$ cat src/rcam_pkg.sv
// Shared constants for the region-of-interest chroma activity meter.
package rcam_pkg;

  localparam int MAX_CHROMA_SIZE = 2048;
  localparam int FRACTION_BITS   = 16;

  localparam int POS_W   = $clog2(MAX_CHROMA_SIZE);
  localparam int DIM_W   = POS_W + 1;
  localparam int COUNT_W = 23;
  localparam int AREA_W  = 2 * POS_W + 1;
  localparam int FRAC_W  = FRACTION_BITS + 1;
  localparam int SUB_W   = (COUNT_W > AREA_W + 1) ? COUNT_W + 1 : AREA_W + 1;
  localparam int STEP_W  = $clog2(FRACTION_BITS);

  localparam logic [COUNT_W-1:0] COUNT_MAX = {COUNT_W{1'b1}};
  localparam logic [7:0] NEUTRAL   = 8'd128;
  localparam logic [7:0] DEAD_BAND = 8'd16;

  localparam logic [2:0] REG_CHROMA_WIDTH = 3'd0;
  localparam logic [2:0] REG_ROI_LEFT     = 3'd1;
  localparam logic [2:0] REG_ROI_TOP      = 3'd2;
  localparam logic [2:0] REG_ROI_WIDTH    = 3'd3;
  localparam logic [2:0] REG_ROI_HEIGHT   = 3'd4;

  localparam logic [2:0] ST_IDLE  = 3'd0;
  localparam logic [2:0] ST_AREA  = 3'd1;
  localparam logic [2:0] ST_CHECK = 3'd2;
  localparam logic [2:0] ST_DIV   = 3'd3;
  localparam logic [2:0] ST_OUT   = 3'd4;

  typedef logic [2:0] state_t;

  function automatic logic off_neutral(input logic [7:0] s);
    logic [7:0] d;
    d = (s >= NEUTRAL) ? (s - NEUTRAL) : (NEUTRAL - s);
    return d > DEAD_BAND;
  endfunction

endpackage

$ cat src/roi_chroma_activity_meter_unit.sv
// Top level: chroma activity counter with a shared serial divider for the fractions.
//
// Input stream: one beat per chroma sample in raster order, tdata = {v, u},
// tlast marks the last sample of a frame. Column and row are tracked here.
// Inside the region the block counts V and U samples more than 16 off 128.
// Ordinary beats are accepted back to back, one per cycle, while idle.
// A tlast beat launches the fraction computation: an area product step,
// then for each of the two counts a compare step and, unless the area is
// 0 or the count reaches it (result 0 or saturated), a restoring division
// of the 16 fraction bits on the one shared subtractor, then a step to load
// the output register. During all of this in_tready is low.
// The result beat (motion and presence fractions, Q1.16) sits in an output
// register; samples keep flowing while it waits. If the receiver still
// stalls when the next frame's result is ready, the block holds it and
// stays not ready until out_tready frees the register.
// Reset (rst_n low, synchronous) restores the register defaults, clears
// position and counts, and drops out_tvalid.
// Registers on the APB port at byte addresses 0,4,8,12,16: chroma_width,
// roi_left, roi_top, roi_width, roi_height; write only while idle.
module roi_chroma_activity_meter_unit
  import rcam_pkg::*;
(
  input  logic        clk,
  input  logic        rst_n,
  input  logic        in_tvalid,
  output logic        in_tready,
  input  logic [15:0] in_tdata,   // u_sample [7:0], v_sample [15:8]
  input  logic        in_tlast,   // frame_end
  output logic        out_tvalid,
  input  logic        out_tready,
  output logic [39:0] out_tdata,  // motion_fraction [16:0], presence_fraction [33:17], zeros
  input  logic        cfg_psel,
  input  logic        cfg_penable,
  input  logic        cfg_pwrite,
  input  logic [4:0]  cfg_paddr,
  input  logic [31:0] cfg_pwdata,
  output logic [31:0] cfg_prdata,
  output logic        cfg_pready
);

  logic [DIM_W-1:0]   chroma_width_r;
  logic [POS_W-1:0]   roi_left_r;
  logic [POS_W-1:0]   roi_top_r;
  logic [DIM_W-1:0]   roi_width_r;
  logic [DIM_W-1:0]   roi_height_r;

  logic [POS_W-1:0]   col_r;
  logic [POS_W-1:0]   row_r;
  logic [COUNT_W-1:0] mot_cnt_r;
  logic [COUNT_W-1:0] pres_cnt_r;

  state_t             state_r;
  state_t             state_nxt;
  logic               sel_r;
  logic [COUNT_W-1:0] mot_cap_r;
  logic [COUNT_W-1:0] pres_cap_r;
  logic [AREA_W-1:0]  area_r;
  logic [SUB_W-2:0]   rem_r;
  logic [FRAC_W-1:0]  quo_r;
  logic [FRAC_W-1:0]  mot_frac_r;
  logic [STEP_W-1:0]  step_r;
  logic               out_valid_r;
  logic [FRAC_W-1:0]  out_mot_r;
  logic [FRAC_W-1:0]  out_pres_r;

  logic               cfg_wr;
  logic               in_acc;
  logic [7:0]         u_s;
  logic [7:0]         v_s;
  logic [DIM_W-1:0]   eff_width;
  logic [DIM_W:0]     col_end;
  logic [DIM_W:0]     row_end;
  logic               roi_hit;
  logic [COUNT_W-1:0] mot_nxt;
  logic [COUNT_W-1:0] pres_nxt;
  logic               wrap;
  logic [COUNT_W-1:0] cur_cap;
  logic [SUB_W-1:0]   sub_a;
  logic [SUB_W:0]     diff;
  logic               ge;
  logic               out_free;
  logic [2*DIM_W-1:0] prod;

  assign cfg_pready = 1'b1;
  assign cfg_wr     = cfg_psel & cfg_penable & cfg_pwrite & cfg_pready;

  always_comb begin
    cfg_prdata = '0;
    case (cfg_paddr[4:2])
      REG_CHROMA_WIDTH: cfg_prdata = {{(32-DIM_W){1'b0}}, chroma_width_r};
      REG_ROI_LEFT:     cfg_prdata = {{(32-POS_W){1'b0}}, roi_left_r};
      REG_ROI_TOP:      cfg_prdata = {{(32-POS_W){1'b0}}, roi_top_r};
      REG_ROI_WIDTH:    cfg_prdata = {{(32-DIM_W){1'b0}}, roi_width_r};
      REG_ROI_HEIGHT:   cfg_prdata = {{(32-DIM_W){1'b0}}, roi_height_r};
      default:          cfg_prdata = '0;
    endcase
  end

  always_ff @(posedge clk) begin
    if (!rst_n) begin
      chroma_width_r <= DIM_W'(320);
      roi_left_r     <= POS_W'(80);
      roi_top_r      <= POS_W'(60);
      roi_width_r    <= DIM_W'(160);
      roi_height_r   <= DIM_W'(120);
    end else if (cfg_wr) begin
      case (cfg_paddr[4:2])
        REG_CHROMA_WIDTH: chroma_width_r <= cfg_pwdata[DIM_W-1:0];
        REG_ROI_LEFT:     roi_left_r     <= cfg_pwdata[POS_W-1:0];
        REG_ROI_TOP:      roi_top_r      <= cfg_pwdata[POS_W-1:0];
        REG_ROI_WIDTH:    roi_width_r    <= cfg_pwdata[DIM_W-1:0];
        REG_ROI_HEIGHT:   roi_height_r   <= cfg_pwdata[DIM_W-1:0];
        default: ;
      endcase
    end
  end

  // Sample path
  assign in_tready = (state_r == ST_IDLE);
  assign in_acc    = in_tvalid & in_tready;
  assign u_s       = in_tdata[7:0];
  assign v_s       = in_tdata[15:8];

  assign eff_width = (chroma_width_r == '0 || chroma_width_r > DIM_W'(MAX_CHROMA_SIZE))
                     ? DIM_W'(MAX_CHROMA_SIZE) : chroma_width_r;
  assign col_end   = {2'b0, roi_left_r} + {1'b0, roi_width_r};
  assign row_end   = {2'b0, roi_top_r} + {1'b0, roi_height_r};
  assign roi_hit   = (col_r >= roi_left_r) && ({2'b0, col_r} < col_end) &&
                     (row_r >= roi_top_r) && ({2'b0, row_r} < row_end);
  assign mot_nxt   = (roi_hit && off_neutral(v_s) && mot_cnt_r != COUNT_MAX)
                     ? mot_cnt_r + 1'b1 : mot_cnt_r;
  assign pres_nxt  = (roi_hit && off_neutral(u_s) && pres_cnt_r != COUNT_MAX)
                     ? pres_cnt_r + 1'b1 : pres_cnt_r;
  assign wrap      = ({1'b0, col_r} + 1'b1) >= {1'b0, eff_width};

  always_ff @(posedge clk) begin
    if (!rst_n) begin
      col_r      <= '0;
      row_r      <= '0;
      mot_cnt_r  <= '0;
      pres_cnt_r <= '0;
    end else if (in_acc) begin
      if (in_tlast) begin
        col_r      <= '0;
        row_r      <= '0;
        mot_cnt_r  <= '0;
        pres_cnt_r <= '0;
      end else begin
        mot_cnt_r  <= mot_nxt;
        pres_cnt_r <= pres_nxt;
        if (wrap) begin
          col_r <= '0;
          row_r <= row_r + 1'b1;
        end else begin
          col_r <= col_r + 1'b1;
        end
      end
    end
  end

  // Shared subtractor: count vs area check, then one restoring-division step a cycle
  assign cur_cap  = sel_r ? pres_cap_r : mot_cap_r;
  assign sub_a    = (state_r == ST_DIV) ? {rem_r, 1'b0} : SUB_W'(cur_cap);
  assign diff     = {1'b0, sub_a} - (SUB_W + 1)'(area_r);
  assign ge       = ~diff[SUB_W];
  assign out_free = ~out_valid_r | out_tready;
  assign prod     = roi_width_r * roi_height_r;

  always_comb begin
    state_nxt = state_r;
    case (state_r)
      ST_IDLE:  if (in_acc && in_tlast) state_nxt = ST_AREA;
      ST_AREA:  state_nxt = ST_CHECK;
      ST_CHECK: begin
        if (area_r == '0 || ge) state_nxt = sel_r ? ST_OUT : ST_CHECK;
        else                    state_nxt = ST_DIV;
      end
      ST_DIV:   if (step_r == '0) state_nxt = sel_r ? ST_OUT : ST_CHECK;
      ST_OUT:   if (out_free) state_nxt = ST_IDLE;
      default:  state_nxt = ST_IDLE;
    endcase
  end

  always_ff @(posedge clk) begin
    if (!rst_n) begin
      state_r <= ST_IDLE;
      sel_r   <= 1'b0;
      step_r  <= '0;
    end else begin
      state_r <= state_nxt;
      case (state_r)
        ST_IDLE:  sel_r <= 1'b0;
        ST_CHECK: begin
          step_r <= STEP_W'(FRACTION_BITS - 1);
          if (area_r == '0 || ge) sel_r <= 1'b1;
        end
        ST_DIV: begin
          step_r <= step_r - 1'b1;
          if (step_r == '0) sel_r <= 1'b1;
        end
        default: ;
      endcase
    end
  end

  always_ff @(posedge clk) begin
    case (state_r)
      ST_IDLE: begin
        if (in_acc && in_tlast) begin
          mot_cap_r  <= mot_nxt;
          pres_cap_r <= pres_nxt;
        end
      end
      ST_AREA:  area_r <= prod[AREA_W-1:0];
      ST_CHECK: begin
        rem_r <= cur_cap[SUB_W-2:0];
        quo_r <= '0;
        if (!sel_r) begin
          if (area_r == '0)    mot_frac_r <= '0;
          else if (ge)         mot_frac_r <= FRAC_W'(1) << FRACTION_BITS;
        end
        if (sel_r) begin
          if (area_r == '0)    quo_r <= '0;
          else if (ge)         quo_r <= FRAC_W'(1) << FRACTION_BITS;
        end
      end
      ST_DIV: begin
        rem_r <= ge ? diff[SUB_W-2:0] : sub_a[SUB_W-2:0];
        quo_r <= {quo_r[FRAC_W-2:0], ge};
        if (step_r == '0 && !sel_r) mot_frac_r <= {quo_r[FRAC_W-2:0], ge};
      end
      default: ;
    endcase
  end

  always_ff @(posedge clk) begin
    if (!rst_n) begin
      out_valid_r <= 1'b0;
    end else if (state_r == ST_OUT && out_free) begin
      out_valid_r <= 1'b1;
    end else if (out_tready) begin
      out_valid_r <= 1'b0;
    end
  end

  always_ff @(posedge clk) begin
    if (state_r == ST_OUT && out_free) begin
      out_mot_r  <= mot_frac_r;
      out_pres_r <= quo_r;
    end
  end

  assign out_tvalid = out_valid_r;
  assign out_tdata  = {{(40-2*FRAC_W){1'b0}}, out_pres_r, out_mot_r};

endmodule
$ cat config.mk
export PLATFORM = sky130hd
export DESIGN_NAME = roi_chroma_activity_meter_unit
export DESIGN_NICKNAME = d
export VERILOG_FILES = /design/src/rcam_pkg.sv /design/src/roi_chroma_activity_meter_unit.sv
export SDC_FILE = /design/constraint.sdc
export NUM_CORES = 1
export LEC_CHECK = 0
export ABC_AREA = 0
export ABC_CLOCK_PERIOD_IN_PS = 6220
export BUFFER_PORTS_ARGS = -buffer_cell sky130_fd_sc_hd__buf_4
export CORE_UTILIZATION = 30
export DETAILED_ROUTE_END_ITERATION = 8
export HOLD_SLACK_MARGIN = 0.02
export PLACE_DENSITY = 0.46
export SETUP_SLACK_MARGIN = 0.15
export SLEW_MARGIN = 20
export SYNTH_ARGS = -nofsm -noshare
export SYNTH_HDL_FRONTEND = slang
export SYNTH_SLANG_ARGS = --single-unit
$ cat constraint.sdc
create_clock -name clk -period 6.22 [get_ports clk]
set_input_delay 1.244 -clock clk [delete_from_list [all_inputs] [get_ports clk]]
set_output_delay 1.244 -clock clk [all_outputs]
set_load 0.01 [all_outputs]
==> results_dict.tcl, run 1 <==
set metrics [dict create \
    outcome "completed" \
    synthXorXnorAreaFrac_pct 4.39 \
    hpwl_mm 44.4 \
    final_layout_size_suffix_gt1_share_pct 10.3 \
    routed-wl-met3_mm 2.37 \
    synthSimpleGateAreaFrac_pct 17.9 \
    worstSetupEndpointType "flop" \
    r2r_start "roi_height_r[11]$_SDFFE_PN0P_" \
    period_share_pct 93.9 \
    dp_slack_ns 0.238 \
    worstHoldPathType "reg2reg" \
    ys_ff_latch 295 \
    min_from "mot_frac_r[11]$_SDFFCE_PN0P_" \
    synth_mux_area_share_pct 3.18 \
    antenna_found_initial 0 \
    ff_latch_area_um2 7520 \
    setup_violations 0 \
    synthTopCellsByArea "edfxtp_1 22%, dfxtp_1 13%, fa_1 9.5%" \
    slew_headroom_pct 34.2 \
    grt_pass1_vias 16808 \
    numCtsBuffers 36 \
    startpoint_type "flop" \
    core_um2 70500 \
    synth_common_cells "254 x nand2_1, 210 x inv_1, 163 x ha_1, 160 x edfxtp_1, 159 x nor2_1" \
    leakagePower_nw 10.3 \
    synth_ff_type "edfxtp_1" \
    cp.arrival_ns 6.12 \
    setup_tns_ns 0 \
    die_x_um 270 \
    worst_pin_slew_ns 0.988 \
    fin_total_pwr_mw 4.82 \
    synth_top_family_by_area "adder cells" \
    rows 97 \
    cts.sinks 295 \
    hold_depth 0 \
    reg2reg_depth 18 \
    hold_end "out_mot_r[11]$_DFFE_PP_" \
    yosys.cell_types.count 85 \
    critical-path-top-delay-family "adder cells" \
    diodes 0 \
    ios 136 \
    drc 0 \
    yosys.area.top_type "edfxtp_1" \
    yosysSeqAreaShare_pct 34.9 \
    clockBufferDepth 3 \
    ant_nets 0 \
    netlist_instances 2342 \
    synth_top_area_share_pct 22.3 \
    async_flop_share_pct 0 \
    numPortBuffers 86 \
    post_drt_wl_per_cell_um 18.0 \
    period_minus_slack_ns 5.84 \
    hold_violations 0 \
    cpPeakStageDelay_ns 0.56 \
    routed-wl-met2_mm 27.9 \
    layout_setup_ws_ns 0.377 \
    slowest_stage "fa_1" \
    highest_layer "met4" \
    cpMostUsedCell "fa_1" \
    crit_chain "buf_4 -> and2_1 -> fa_1 -> fa_1 -> fa_1 -> fa_1 -> inv_1 -> fa_1 -> inv_1 -> ha_1 -> and3_1 -> a21oi_1 -> a31oi_1 -> and4_1 -> a2111oi_1 -> buf_4 -> a21oi_1 -> xnor2_1" \
    drtIter0Drc 989 \
    fillers 7198 \
    maxSlewViolCount 0 \
    dieArea_um2 72900 \
    syn_area_um2 21500 \
    whs_ns 0.417 \
    finalClockSkew_ns 0.0272 \
    yosysWarnings 0 \
    syn_area_per_cell_um2 9.20 \
    clk_latency_ns 0.56 \
    max_freq_mhz 171 \
    synth_compound_area_share_pct 13.8 \
    syn_to_final_growth_pct 13.9 \
    synth_edf_count 160 \
    cts-root-buf "clkbuf_16" \
    htreeDepth 2 \
    cts.clk_slew.worst_paths_ns 0.06 \
    grt_overflow 0 \
    cts_tree "built" \
    vias 16914 \
    post_drt_via_cell_ratio 5.02 \
    grt_max_degree 67 \
    multi_input_area_um2 12700 \
    rsz0062_at_grt "true" \
    ir_worst_vdd_v 0.000171 \
    place_congestion 0.855 \
    r2r-end "area_r[22]$_DFFE_PP_" \
    crit_type "reg2reg" \
    power.density_nw_per_um2 197 \
    worstPathMaxFanout 12 \
    grt_pass1_wl_mm 94.5 \
    wl_met1_mm 28.0 \
    grt_util_all_layers_pct 16.3 \
    cp_num_buf_inv 4 \
    required_ns 6.50 \
    synth_most_common_cell "nand2_1" \
    die_y_um 270 \
    synth-adder-area-share_pct 18.9 \
    start_util_pct 30.5 \
    rrSetupSlack_ns 0.38 \
    drt-pass1-iter-count 5 \
    wirelength_mm 60.5 \
    maxCapViolCount 0 \
    nets 2725 \
]
==> state kept, by name (all words and copies together) (netlist names), 12 cells and up <==
signal and flops:
out_pres_r 17, mot_cnt_r 23, roi_width_r 12, mot_cap_r 23, roi_height_r 12, mot_frac_r 17
pres_cap_r 23, chroma_width_r 12, pres_cnt_r 23, quo_r 17, rem_r 23, area_r 23
out_mot_r 17
==> metrics by stage <==
step / area (µm²) / utilization, % / cells
6_report: 24500 / 34.8 / 3366
3_3_place_gp: 23300 / 33.0 / 3301
3_5_place_dp: 23300 / 33.0 / 3301
4_1_cts: 24500 / 34.8 / 3366
2_1_floorplan: 21600 / - / 2367
5_1_grt: 24500 / 34.8 / 3366
==> layout make-up <==
cell class / count / share of cell area (%)
clock buffer: 45 / 3.97
clock inverter: 20 / 1.03
inverter: 211 / 3.23
multi-input combinational: 1709 / 51.7
sequential: 295 / 30.6
tap: 940 / 4.79
timing repair buffer: 146 / 4.62
==> cell families (layout without fill, tap and decap cells) <==
kind of cell             Yosys count  after routing
XOR/XNOR                         108            108
AO/OA/AOI/OAI                    443            443
adder cells (fa/ha/maj)          265            265
other                              2             27
AND/OR/NAND/NOR                  798            798
multiplexers                      68             68
flip-flops                       295            295
buffers and inverters            363            422
==> cells in the final DEF, fill, tap and decap left out, drive strengths merged, types with 58 or more instances in the layout <==
| cell | Yosys | layout |
|---|---|---|
| a21oi | 141 | 141 |
| and2 | 70 | 70 |
| and3 | 58 | 58 |
| buf | 45 | 146 |
| dfxtp | 135 | 135 |
| edfxtp | 160 | 160 |
| fa | 102 | 102 |
| ha | 163 | 163 |
| inv | 210 | 211 |
| mux2i | 65 | 65 |
| nand2 | 255 | 255 |
| nand3 | 66 | 66 |
| nor2 | 161 | 161 |
| nor3 | 59 | 59 |
| xnor2 | 59 | 59 |
==> metal layers <==
metal	up-vias	GRT usage, %
li1	8268	-
met1	8170	21.4
met2	389	27.0
met3	87	2.03
met4	0	6.50
met5	-	0
==> how the worst max path moves through the flow <==
stage,startpoint,end,slack (ns),cells after the start
after floorplan,roi_height_r[5]$_SDFFE_PN1P_,area_r[22]$_DFFE_PP_,0.48,20
after global placement,roi_width_r[1]$_SDFFE_PN0P_,area_r[22]$_DFFE_PP_,0.27,20
after detailed placement,roi_width_r[1]$_SDFFE_PN0P_,area_r[22]$_DFFE_PP_,0.24,20
after CTS,roi_width_r[1]$_SDFFE_PN0P_,area_r[22]$_DFFE_PP_,0.24,20
after global routing,roi_width_r[7]$_SDFFE_PN1P_,area_r[22]$_DFFE_PP_,0.06,20
final,roi_height_r[11]$_SDFFE_PN0P_,area_r[22]$_DFFE_PP_,0.38,18
==> power breakdown <==
group	total, mW	internal (mW)	switching, mW
logic	0.484	0.165	0.319
clock network	2.21	1.33	0.883
registers	2.13	2.10	0.0295
total	4.82	3.59	1.23
==> timing repair <==
item	4_1_cts	5_1_grt
setup endpoints to repair	0	17
setup buffers	0	0
gates resized for setup	0	15
hold buffers	0	0
==> worst reg2reg max path: stages, from the launching register on <==
cell and delay (ns):
dfxtp_1 0.50, buf_4 0.26, and2_1 0.20, fa_1 0.44, fa_1 0.52, fa_1 0.52
fa_1 0.56, inv_1 0.06, fa_1 0.55, inv_1 0.05, ha_1 0.39, and3_1 0.19
a21oi_1 0.19, a31oi_1 0.15, and4_1 0.22, a2111oi_1 0.38, buf_4 0.19, a21oi_1 0.06
xnor2_1 0.15
Note: power is estimated with default switching activity, not from simulation.
==> run 2: changes to the inputs <==
--- a/config.mk
+++ b/config.mk
@@ -5,15 +5,15 @@
 export SDC_FILE = /design/constraint.sdc
 export NUM_CORES = 1
 export LEC_CHECK = 0
-export ABC_AREA = 0
+export ABC_AREA = 1
 export ABC_CLOCK_PERIOD_IN_PS = 6220
 export BUFFER_PORTS_ARGS = -buffer_cell sky130_fd_sc_hd__buf_4
 export CORE_UTILIZATION = 30
 export DETAILED_ROUTE_END_ITERATION = 8
+export GPL_TIMING_DRIVEN = 0
 export HOLD_SLACK_MARGIN = 0.02
 export PLACE_DENSITY = 0.46
 export SETUP_SLACK_MARGIN = 0.15
-export SLEW_MARGIN = 20
 export SYNTH_ARGS = -nofsm -noshare
 export SYNTH_HDL_FRONTEND = slang
 export SYNTH_SLANG_ARGS = --single-unit
==> run 2 against run 1 <==
Combinational power grew 72%. Cell area grew 3.2%. Worst hold slack gained 0.00052 ns. Setup slack gained 0.094 ns. Maximum frequency grew 1.6%. Register-to-register slack gained 0.09 ns. Area after synthesis grew 1.9%. Synthesized cell count grew 21%. Non-clock buffer count grew 68. Clock-buffer cell count is the same. Critical endpoint is now area_r[19]$_DFFE_PP_. Largest cell class unchanged.
==> results_dict.tcl, run 2 <==
set metrics [dict create \
    nets 3322 \
    dieArea_um2 74300 \
    antenna_found_initial 0 \
    post_drt_via_cell_ratio 4.78 \
    vias 18980 \
    grt_pass1_vias 18712 \
    hold_violations 0 \
    grt.busiest_layer "met2" \
    layout_commonest_cell "nand2_1" \
    cp_num_buf_inv 4 \
    cts.sinks 295 \
    die_y_um 273 \
    syn_to_final_growth_pct 15.4 \
    r2r_start "roi_width_r[3]$_SDFFE_PN0P_" \
    place_congestion 0.925 \
    syn_area_per_cell_um2 7.73 \
    critical-path-top-delay-family "adder cells" \
    crit_type "reg2reg" \
    period_share_pct 92.4 \
    ant_nets 0 \
    r2r-end "area_r[19]$_DFFE_PP_" \
    period_minus_slack_ns 5.75 \
    whs_ns 0.417 \
    fin_cells 3974 \
    place_area_um2 24000 \
    wirelength_mm 66.5 \
    rows 98 \
    clk_latency_ns 0.57 \
    startpoint_type "flop" \
    synthTopCellsByArea "edfxtp_1 22%, nand2_1 13%, dfxtp_1 12%" \
    worstHoldPathType "reg2reg" \
    slew_headroom_pct 38.9 \
    setup_tns_ns 0 \
    yosys.area.top_type "edfxtp_1" \
    synth_ff_type "edfxtp_1" \
    synth_edf_count 160 \
    drt-pass1-iter-count 6 \
    finalClockSkew_ns 0.0381 \
    grt_pass1_wl_mm 104 \
    grt_util_all_layers_pct 18.0 \
    yosysWarnings 0 \
    fillers 7537 \
    max_freq_mhz 174 \
    ios 136 \
    cts_hold_buf 0 \
    synth_common_cells "768 x nand2_1, 457 x inv_1, 175 x a21oi_1, 169 x nor2_1, 163 x ha_1" \
    place_inst 3907 \
    worstPathMaxFanout 10 \
    final_util_pct 35.2 \
    drtIter0Drc 1227 \
    worst_pin_slew_ns 0.911 \
    die_x_um 273 \
    met1_usage_pct 23.8 \
    diodes 0 \
    hold_end "out_mot_r[8]$_DFFE_PP_" \
    final_cell_mix "768 x nand2_1, 457 x inv_1, 175 x a21oi_1" \
    cts_tree "built" \
    clockBufferDepth 3 \
    cpPeakStageDelay_ns 0.58 \
    htreeDepth 2 \
    cts-root-buf "clkbuf_16" \
    leakagePower_nw 12.1 \
    maxCapViolCount 0 \
    crit_chain "clkbuf_2 -> nand2_1 -> fa_1 -> fa_1 -> inv_1 -> ha_1 -> fa_1 -> inv_1 -> fa_1 -> inv_1 -> ha_1 -> nand2_1 -> o21ai_0 -> a21o_1 -> nand3_1 -> o21ai_0 -> nand2_1 -> nor2_1 -> o21bai_1 -> nand3_1 -> nand2_1" \
    grt.met3_usage_pct 1.97 \
    yosysSeqAreaShare_pct 34.2 \
    ys_ff_latch 295 \
    yosys.cell_types.count 56 \
    hpwl_mm 52.4 \
    grt_overflow 0 \
    fin_total_pwr_mw 5.25 \
    required_ns 6.50 \
    power.density_nw_per_um2 207 \
    numCtsBuffers 38 \
    numPortBuffers 86 \
    synth_most_common_cell "nand2_1" \
    netlist_instances 2839 \
    cts.clk_slew.worst_paths_ns 0.05 \
    drc 0 \
    start_util_pct 30.5 \
    rrSetupSlack_ns 0.47 \
    design_area_um2 25300 \
    min_from "mot_frac_r[8]$_SDFFCE_PN0P_" \
    synth_top_area_share_pct 21.9 \
    dp_slack_ns 0.176 \
    async_flop_share_pct 0 \
    grt_max_degree 33 \
    maxSlewViolCount 0 \
    hold_depth 0 \
    worstSetupEndpointType "flop" \
    use_met2_pct 30.4 \
    layout_setup_ws_ns 0.471 \
    post_drt_wl_per_cell_um 16.7 \
    setup_violations 0 \
    syn_area_um2 22000 \
    slowest_stage "dfxtp_1" \
    ir_worst_vdd_v 0.000157 \
    core_um2 72000 \
    cp.arrival_ns 6.03 \
    rsz0062_at_grt "false" \
    outcome "completed" \
    reg2reg_depth 21 \
    final_layout_size_suffix_gt1_share_pct 7.97 \
]
[run 2: changes by cell type after synthesis, sizes merged, moves of 56 or more]
cell / change
and3: -56
o21ai: +64
nand4: +60
inv: +250
nand2: +516
mux2i: -65
nand3: +57
[run 2: metal layers]
metal	up-vias	share of wire, %
li1	9456	-
met1	8983	46
met2	445	47
met3	96	4.6
met4	0	2.7
met5	-	0
[run 2: cells by family after synthesis]
kind of cell               synth area share [%]
and+or+nand+nor                            24.1
buffers and inverters                      10.6
AOI/OAI and AO/OA                          9.18
DFF                                        34.2
adders and majority gates                  18.6
xor gates and xnor gates                   3.27
other                                    0.0342
[run 2: worst max path at each step]
stage / start / end / slack (ns) / cells after the start
after CTS: roi_width_r[1]$_SDFFE_PN0P_ / area_r[19]$_DFFE_PP_ / 0.17 / 21
after global routing: roi_width_r[9]$_SDFFE_PN0P_ / area_r[19]$_DFFE_PP_ / 0.16 / 21
after detailed placement: roi_width_r[0]$_SDFFE_PN0P_ / area_r[19]$_DFFE_PP_ / 0.18 / 21
final: roi_width_r[3]$_SDFFE_PN0P_ / area_r[19]$_DFFE_PP_ / 0.47 / 21
after global placement: roi_width_r[0]$_SDFFE_PN0P_ / area_r[19]$_DFFE_PP_ / 0.15 / 21
after floorplan: roi_height_r[11]$_SDFFE_PN0P_ / area_r[19]$_DFFE_PP_ / 1.14 / 22
[run 2: worst register-to-register path, cell delays in order (launching register included)]
cell and delay, ns:
dfxtp_1 0.58, clkbuf_2 0.39, nand2_1 0.15, fa_1 0.53, fa_1 0.52, inv_1 0.04, ha_1 0.31, fa_1 0.53
inv_1 0.05, fa_1 0.53, inv_1 0.05, ha_1 0.34, nand2_1 0.08, o21ai_0 0.29, a21o_1 0.16, nand3_1 0.09
o21ai_0 0.31, nand2_1 0.13, nor2_1 0.15, o21bai_1 0.09, nand3_1 0.08, nand2_1 0.08
[run 2: layout make-up]
type	instances	area (µm²)	share of cell area [%]
multi-input cells	1984	12200	48.3
flip-flops and latches	295	7510	29.7
inverters	463	1740	6.86
well taps	950	1190	4.69
clock buffers	45	1040	4.11
repair buffers	93	758	2.99
plain buffers	121	613	2.42
clock inverters	23	241	0.954
[run 2: power breakdown]
group	leakage [nW]	switching, mW	internal (mW)
Sequential	2.58	0.0332	2.12
Combinational	8.94	0.563	0.268
Clock	0.613	0.892	1.37
Total	12.1	1.49	3.76
[run 2: timing repair]
item | 4_1_cts | 5_1_grt
gates resized for setup | 1 | 37
setup endpoints to repair | 1 | 5
buffers inserted | 0 | 0
